### src/hdl/button_click_classifier_top_macros.svh
// Assertion macros for the button click classifier.
// Included by button_click_classifier_top; no other dependencies.
`ifndef BUTTON_CLICK_CLASSIFIER_TOP_MACROS_SVH
`define BUTTON_CLICK_CLASSIFIER_TOP_MACROS_SVH

`ifndef SYNTH

// same-cycle implication, disabled during reset
`define BCC_ASSERT_NOW(label, clk, rst, ante, cons) \
   label: assert property (@(posedge clk) disable iff (rst) (ante) |-> (cons)) \
      else $error("bcc check failed");

// next-cycle implication, disabled during reset
`define BCC_ASSERT_NEXT(label, clk, rst, ante, cons) \
   label: assert property (@(posedge clk) disable iff (rst) (ante) |=> (cons)) \
      else $error("bcc check failed");

`else

`define BCC_ASSERT_NOW(label, clk, rst, ante, cons)
`define BCC_ASSERT_NEXT(label, clk, rst, ante, cons)

`endif

`endif

### src/hdl/bcc_pkg.sv
// Shared constants for the button click classifier.
// No dependencies; used by button_click_classifier_top.
package bcc_pkg;

   // field widths
   localparam int TIME_BITS_DEF = 32;
   localparam int CMD_BITS      = 2;
   localparam int EV_BITS       = 3;
   localparam int CFG_BITS      = 16;
   localparam int CSR_IDX_BITS  = 3;
   localparam int PHASE_BITS    = 2;

   // commands
   localparam logic [CMD_BITS-1:0] CMD_TICK    = 2'd0;
   localparam logic [CMD_BITS-1:0] CMD_PRESS   = 2'd1;
   localparam logic [CMD_BITS-1:0] CMD_RELEASE = 2'd2;

   // events
   localparam logic [EV_BITS-1:0] EV_NONE     = 3'd0;
   localparam logic [EV_BITS-1:0] EV_SINGLE   = 3'd1;
   localparam logic [EV_BITS-1:0] EV_DOUBLE   = 3'd2;
   localparam logic [EV_BITS-1:0] EV_LONG     = 3'd3;
   localparam logic [EV_BITS-1:0] EV_LONG_REL = 3'd4;
   localparam logic [EV_BITS-1:0] EV_SHORT    = 3'd5;
   localparam logic [EV_BITS-1:0] EV_BETWEEN  = 3'd6;

   // phases
   localparam logic [PHASE_BITS-1:0] PH_IDLE  = 2'd0;
   localparam logic [PHASE_BITS-1:0] PH_HELD  = 2'd1;
   localparam logic [PHASE_BITS-1:0] PH_REL1  = 2'd2;
   localparam logic [PHASE_BITS-1:0] PH_TWICE = 2'd3;

   // register indexes
   localparam logic [CSR_IDX_BITS-1:0] CSR_MIN_CLICK  = 3'd0;
   localparam logic [CSR_IDX_BITS-1:0] CSR_MAX_CLICK  = 3'd1;
   localparam logic [CSR_IDX_BITS-1:0] CSR_DOUBLE_GAP = 3'd2;
   localparam logic [CSR_IDX_BITS-1:0] CSR_LONG_MIN   = 3'd3;
   localparam logic [CSR_IDX_BITS-1:0] CSR_LONG_MAX   = 3'd4;

   // register reset values
   localparam logic [CFG_BITS-1:0] MIN_CLICK_RST  = 16'd30;
   localparam logic [CFG_BITS-1:0] MAX_CLICK_RST  = 16'd500;
   localparam logic [CFG_BITS-1:0] DOUBLE_GAP_RST = 16'd200;
   localparam logic [CFG_BITS-1:0] LONG_MIN_RST   = 16'd2000;
   localparam logic [CFG_BITS-1:0] LONG_MAX_RST   = 16'd8000;

endpackage

### src/hdl/button_click_classifier_top.sv
// Button click classifier: sorts press/release/tick words into click events.
// Depends on bcc_pkg and button_click_classifier_top_macros.svh.
//
//   channel  direction  handshake           payload
//   req_     in         valid / stall       command, time_ms
//   rsp_     out        valid / stall       event_res
//   csr_     in         valid / ready       index, data
//
// One word per cycle while req_stall is low; a word taken passes through the input
// register, then the classify logic into the result register, which drives rsp_.
// Every request word gives exactly one response word.
// req_stall rises only when the input register is full and the result
// register is held by rsp_stall. csr_ready is always high.
// reset is synchronous, active high; it clears phase, times and registers.
`include "button_click_classifier_top_macros.svh"

module button_click_classifier_top #(
   parameter int TIME_BITS = bcc_pkg::TIME_BITS_DEF
) (
   input  logic                              clock,
   input  logic                              reset,
   // request
   input  logic                              req_valid,
   output logic                              req_stall,
   input  logic [bcc_pkg::CMD_BITS-1:0]      req_command,
   input  logic [TIME_BITS-1:0]              req_time_ms,
   // response
   output logic                              rsp_valid,
   input  logic                              rsp_stall,
   output logic [bcc_pkg::EV_BITS-1:0]       rsp_event_res,
   // configuration
   input  logic                              csr_valid,
   output logic                              csr_ready,
   input  logic [bcc_pkg::CSR_IDX_BITS-1:0]  csr_index,
   input  logic [bcc_pkg::CFG_BITS-1:0]      csr_data
);
   import bcc_pkg::*;

   // configuration registers
   logic [CFG_BITS-1:0] min_click_ff, max_click_ff, double_gap_ff;
   logic [CFG_BITS-1:0] long_min_ff, long_max_ff;

   // input stage
   logic                 s1_valid_ff, s1_valid_in;
   logic [CMD_BITS-1:0]  s1_cmd_ff;
   logic [TIME_BITS-1:0] s1_time_ff;

   // classifier state
   logic [PHASE_BITS-1:0] phase_ff, phase_in;
   logic                  long_seen_ff, long_seen_in;
   logic [TIME_BITS-1:0]  press_time_ff, press_time_in;
   logic [TIME_BITS-1:0]  release_time_ff, release_time_in;

   // result stage
   logic                rsp_valid_ff, rsp_valid_in;
   logic [EV_BITS-1:0]  rsp_event_ff, event_in;

   logic                 out_hold, advance;
   logic [TIME_BITS-1:0] d_press, d_rel;
   logic [TIME_BITS-1:0] min_click_t, max_click_t, double_gap_t, long_min_t, long_max_t;

   // handshake
   assign out_hold  = rsp_valid_ff && rsp_stall;
   assign advance   = s1_valid_ff && !out_hold;
   assign req_stall = s1_valid_ff && out_hold;
   assign csr_ready = 1'b1;

   assign rsp_valid     = rsp_valid_ff;
   assign rsp_event_res = rsp_event_ff;

   // configuration writes
   always_ff @(posedge clock) begin
      if (reset) begin
         min_click_ff  <= MIN_CLICK_RST;
         max_click_ff  <= MAX_CLICK_RST;
         double_gap_ff <= DOUBLE_GAP_RST;
         long_min_ff   <= LONG_MIN_RST;
         long_max_ff   <= LONG_MAX_RST;
      end else if (csr_valid && csr_ready) begin
         case (csr_index)
            CSR_MIN_CLICK:  min_click_ff  <= csr_data;
            CSR_MAX_CLICK:  max_click_ff  <= csr_data;
            CSR_DOUBLE_GAP: double_gap_ff <= csr_data;
            CSR_LONG_MIN:   long_min_ff   <= csr_data;
            CSR_LONG_MAX:   long_max_ff   <= csr_data;
            default: ;
         endcase
      end
   end

   // thresholds widened to the timestamp width
   assign min_click_t  = TIME_BITS'(min_click_ff);
   assign max_click_t  = TIME_BITS'(max_click_ff);
   assign double_gap_t = TIME_BITS'(double_gap_ff);
   assign long_min_t   = TIME_BITS'(long_min_ff);
   assign long_max_t   = TIME_BITS'(long_max_ff);

   // input register
   assign s1_valid_in = req_stall ? s1_valid_ff : req_valid;

   always_ff @(posedge clock) begin
      if (reset) begin
         s1_valid_ff <= 1'b0;
      end else begin
         s1_valid_ff <= s1_valid_in;
      end
   end

   always_ff @(posedge clock) begin
      if (req_valid && !req_stall) begin
         s1_cmd_ff  <= req_command;
         s1_time_ff <= req_time_ms;
      end
   end

   // wrapping intervals
   assign d_press = s1_time_ff - press_time_ff;
   assign d_rel   = s1_time_ff - release_time_ff;

   // classify the word in the input register
   always_comb begin
      phase_in        = phase_ff;
      long_seen_in    = long_seen_ff;
      press_time_in   = press_time_ff;
      release_time_in = release_time_ff;
      event_in        = EV_NONE;
      unique case (s1_cmd_ff)
         CMD_TICK: begin
            if (phase_ff == PH_HELD) begin
               if (d_press >= long_min_t && d_press < long_max_t && !long_seen_ff) begin
                  long_seen_in = 1'b1;
                  event_in     = EV_LONG;
               end
            end else if (phase_ff == PH_REL1) begin
               if (d_rel < max_click_t && d_rel > double_gap_t) begin
                  phase_in        = PH_IDLE;
                  long_seen_in    = 1'b0;
                  press_time_in   = '0;
                  release_time_in = '0;
                  event_in        = EV_SINGLE;
               end
            end
         end
         CMD_PRESS: begin
            long_seen_in  = 1'b0;
            press_time_in = s1_time_ff;
            if (phase_ff == PH_IDLE) begin
               phase_in = PH_HELD;
            end else if (phase_ff == PH_REL1) begin
               phase_in = PH_TWICE;
            end
         end
         CMD_RELEASE: begin
            unique case (phase_ff)
               PH_IDLE: ;
               PH_HELD: begin
                  if (long_seen_ff) begin
                     phase_in        = PH_IDLE;
                     long_seen_in    = 1'b0;
                     press_time_in   = '0;
                     release_time_in = '0;
                     event_in        = EV_LONG_REL;
                  end else begin
                     phase_in        = PH_REL1;
                     release_time_in = s1_time_ff;
                  end
               end
               PH_REL1: begin
                  release_time_in = s1_time_ff;
               end
               PH_TWICE: begin
                  // second release: judge the hold time, then start over
                  phase_in        = PH_IDLE;
                  long_seen_in    = 1'b0;
                  press_time_in   = '0;
                  release_time_in = '0;
                  priority if (d_press < min_click_t) begin
                     event_in = EV_SHORT;
                  end else if (d_press < max_click_t) begin
                     event_in = EV_DOUBLE;
                  end else if (d_press < long_min_t) begin
                     event_in = EV_BETWEEN;
                  end else begin
                     event_in = EV_NONE;
                  end
               end
            endcase
         end
         default: ;
      endcase
   end

   // state registers
   always_ff @(posedge clock) begin
      if (reset) begin
         phase_ff        <= PH_IDLE;
         long_seen_ff    <= 1'b0;
         press_time_ff   <= '0;
         release_time_ff <= '0;
      end else if (advance) begin
         phase_ff        <= phase_in;
         long_seen_ff    <= long_seen_in;
         press_time_ff   <= press_time_in;
         release_time_ff <= release_time_in;
      end
   end

   // result register
   assign rsp_valid_in = out_hold ? 1'b1 : s1_valid_ff;

   always_ff @(posedge clock) begin
      if (reset) begin
         rsp_valid_ff <= 1'b0;
      end else begin
         rsp_valid_ff <= rsp_valid_in;
      end
   end

   always_ff @(posedge clock) begin
      if (advance) begin
         rsp_event_ff <= event_in;
      end
   end

   // checks
   `BCC_ASSERT_NOW(a_long_only_held, clock, reset, long_seen_ff, phase_ff == PH_HELD)
   `BCC_ASSERT_NEXT(a_long_rel_idles, clock, reset, advance && event_in == EV_LONG_REL, phase_ff == PH_IDLE && !long_seen_ff)
   `BCC_ASSERT_NEXT(a_word_reaches_out, clock, reset, advance, rsp_valid)

endmodule

### config.mk
export PLATFORM = sky130hd
export DESIGN_NAME = button_click_classifier_top
export DESIGN_NICKNAME = d
export VERILOG_FILES = /design/src/hdl/bcc_pkg.sv /design/src/hdl/button_click_classifier_top.sv
export VERILOG_INCLUDE_DIRS = /design/src /design/src/hdl
export SDC_FILE = /design/constraint.sdc
export NUM_CORES = 1
export LEC_CHECK = 0
export ABC_CLOCK_PERIOD_IN_PS = 5400
export BUFFER_PORTS_ARGS = -buffer_cell sky130_fd_sc_hd__buf_2
export CAP_MARGIN = 20
export CORE_MARGIN = 2
export CORE_UTILIZATION = 62
export DETAILED_ROUTE_END_ITERATION = 8
export PLACE_DENSITY_LB_ADDON = 0.25
export SETUP_SLACK_MARGIN = 0.1
export SLEW_MARGIN = 25
export SYNTH_ARGS = -nofsm -noshare
export SYNTH_HDL_FRONTEND = slang
export SYNTH_SLANG_ARGS = --single-unit
### constraint.sdc
create_clock -name clock -period 5.4 [get_ports clock]
set_clock_uncertainty 0.2 [all_clocks]
set_input_delay 0.54 -clock clock [delete_from_list [all_inputs] [get_ports clock]]
set_output_delay 0.54 -clock clock [all_outputs]
set_load 0.01 [all_outputs]
==> impl_results.md <==
* Slew Limit Fails at 0
* Warnings from Yosys at 0
* Residual DRC count at 0
* Count leader, synth: nand2_1
* N_diodes at 0
* Clock Sinks at 186
* Root Driver: clkbuf_16
* Fin worst setup slack at 98.84 ps
* Critical path type: reg2reg
* CP delay by family, top: simple AND/OR/NAND/NOR gates
* Worst setup SP type: register
* Max_cap viols at 0
* Clk buf depth at 2
* Final min period at 5301 ps
* Post-Syn Nets at 1907
* Crit path max fanout at 8
* Max-slew headroom at 0.4242
* Via/cell ratio at 6.159
* Sequential fraction of the synthesis area at 0.3055
* Vias at 12400
* Least-Margin Pin Slew at 841.9 ps
* Io pins at 64
* DR iter-0 viols at 1045
* Max VDD drop at 179.6 µV
* Synth top area share at 0.2226
* Mapped Area at 13400 µm²
* Area leader, netlist: dfxtp_1
* Chip width at 151.0 µm
* RSZ-0062 raised after global routing: yes
* Main flop type after synthesis: dfxtp_1
* Dpl hpwl at 26470 µm
* CP max stage delay at 490 ps
* Cts bufs inserted at 17
* Commonest cells post-synth: 254 x nand2_1, 193 x a21oi_1, 162 x ha_1
* Hold Vio Cnt, Final at 0
* Hold_buf cts at 0
* Total Routing Usage GR at 0.3183
* Cell variety after synth at 79
* Wire length per cell at 18.39 µm
* Routed Antenna Nets at 0
* Die area at 22810 µm²
* Vias in the first global route at 11520
* I/O Buffers at 62
* Synthesis-stage register bit count at 186
* Setup violators final at 0
* Final Power at 3.610 mW
* Synth top area cells: dfxtp_1 22%, ha_1 15%, edfxtp_1 8.3%
* Largest net degree at the start of global routing at 113
* Critical path required time at 5570 ps
* Asr flop ratio synth at 0
* CP arrival at 5480 ps
* Crit end category: register
* First-pass GRT wire length at 58120 µm
* Die Ht at 151.0 µm
* Clk_lat worst skew at 450 ps
* Layout cells sized above 1 at 0.1018
* Leak at 5.754 nW
* GP Congestion at 0.9708
* Slowest cell on crit path: or4_4
* H-tree depth at 4
* CTS tree: done
* Gr ovfl total at 0
* Crit share post-route at 0.9817
* Starting Density at 0.6356
* Pre-antenna DRT Iters at 5
* Area Overhead vs Synth at 10.82%
* Core ar. at 21090 µm²
* PD cells at 243.0 nW/µm²
* Post-synth EDFFs at 37
* Fmax at 0.1886 GHz
* Bufs and invs on worst path at 4
* Status: complete, no violations
* Clk slew on worst S/H paths at 80 ps
* Syn avg cell area at 7.954 µm²
* Critical path cell sequence: inv_2 > ha_4 > inv_2 > fa_2 > a21o_1 > a221o_1 > a21oi_2 > nor2_1 > nor2_2 > xnor2_2 > ha_1 > nand2_1 > or2_2 > nor2_2 > o31a_1 > o2111ai_1 > nor4_1 > nand4_1 > or4_4 > a21oi_4 > buf_12 > clkbuf_16 > mux2i_1
* HP Class: in2reg
* Cells after Synth at 1685
* Site row count at 53
* Fin nets at 1947
* Setup WS pre-CTS at 185.6 ps
* Final wirelength at 37010 µm
* Initial antenna violation count at 0
[worst paths after layout]
| kind | cells past startpoint | start | end | slack [ps] |
|---|---|---|---|---|
| max | 23 | s1_time_ff[0] | release_time_ff[25] | 100 |
| min reg2reg | 2 | long_min_ff[13] | long_min_ff[13] | 260 |
| max reg2reg | 23 | s1_time_ff[0] | release_time_ff[25] | 100 |
| min | 1 | req_time_ms[16] | s1_time_ff[16] | 60 |
[logic make-up (layout without fill, tap and decap cells)]
family                   count (synthesis)  in the layout  synth area share
buffers and inverters                  236            289           0.06852
AO/OA/AOI/OAI                          462            462            0.2127
adder cells (fa/ha/maj)                164            164            0.1542
XOR/XNOR                                37             37           0.02418
multiplexers                            42             42           0.03146
other                                    1              1         0.0002798
AND/OR/NAND/NOR                        557            557            0.2032
flip-flops                             186            186            0.3055
[cell usage in the layout, fill, tap and decap left out, drive strengths merged, types with 24 or more instances in the layout]
cell / synthesis / final
a21o: 31 / 31
nor2: 64 / 64
inv: 158 / 170
mux2i: 41 / 41
ha: 162 / 162
buf: 9 / 96
nand2: 254 / 254
nand3b: 24 / 24
nand4: 61 / 61
nand2b: 45 / 45
a21oi: 195 / 195
xnor2: 26 / 26
dfxtp: 149 / 149
o21ai: 102 / 102
edfxtp: 37 / 37
[repair_timing]
item                       CTS  global route
gates resized for setup      0            57
setup buffers                0             9
setup endpoints to repair    0            67
[power breakdown]
part | switching (mW) | internal [mW] | total [mW]
clock | 0.665 | 0.634 | 1.30
combinational | 0.501 | 0.325 | 0.826
sequential | 0.0325 | 1.45 | 1.49
total | 1.20 | 2.41 | 3.61
[through the flow]
step | area, µm² | hold slack (ps) | TNS (ps) | instances | util
2_1_floorplan | 13400 | 233.6 | 0 | 1685 | -
3_3_place_gp | 13960 | 241.3 | 0 | 1967 | 0.6619
3_5_place_dp | 13960 | 246.5 | 0 | 1967 | 0.6620
4_1_cts | 14550 | 46.47 | 0 | 1999 | 0.6901
5_1_grt | 14850 | 45.35 | -1444 | 2013 | 0.7043
6_report | 14850 | 57.62 | 0 | 2013 | 0.7043
[registers in the layout, indices dropped and copies added, names as in the netlist, 2 cells and up]
register / count
s1_time_ff: 32
max_click_ff: 16
phase_ff: 2
double_gap_ff: 16
press_time_ff: 32
min_click_ff: 16
s1_cmd_ff: 2
long_min_ff: 16
release_time_ff: 32
rsp_event_res: 3
long_max_ff: 16
[cell type report]
| cell class | count | area, µm² |
|---|---|---|
| clock buffer | 18 | 429.2 |
| clock inverter | 14 | 162.7 |
| fill | 1723 | 6235 |
| inverter | 158 | 593.1 |
| multi-input combinational | 1263 | 8513 |
| sequential | 186 | 4094 |
| tap | 275 | 344.1 |
| timing repair buffer | 99 | 716.9 |
[per-layer routing]
layer,track usage,routed length (µm)
met4,0.1112,1087
met2,0.5198,16940
met5,0,0
met1,0.4335,16390
met3,0.04277,2592
No activity file was read; power rests on OpenSTA's default activity.
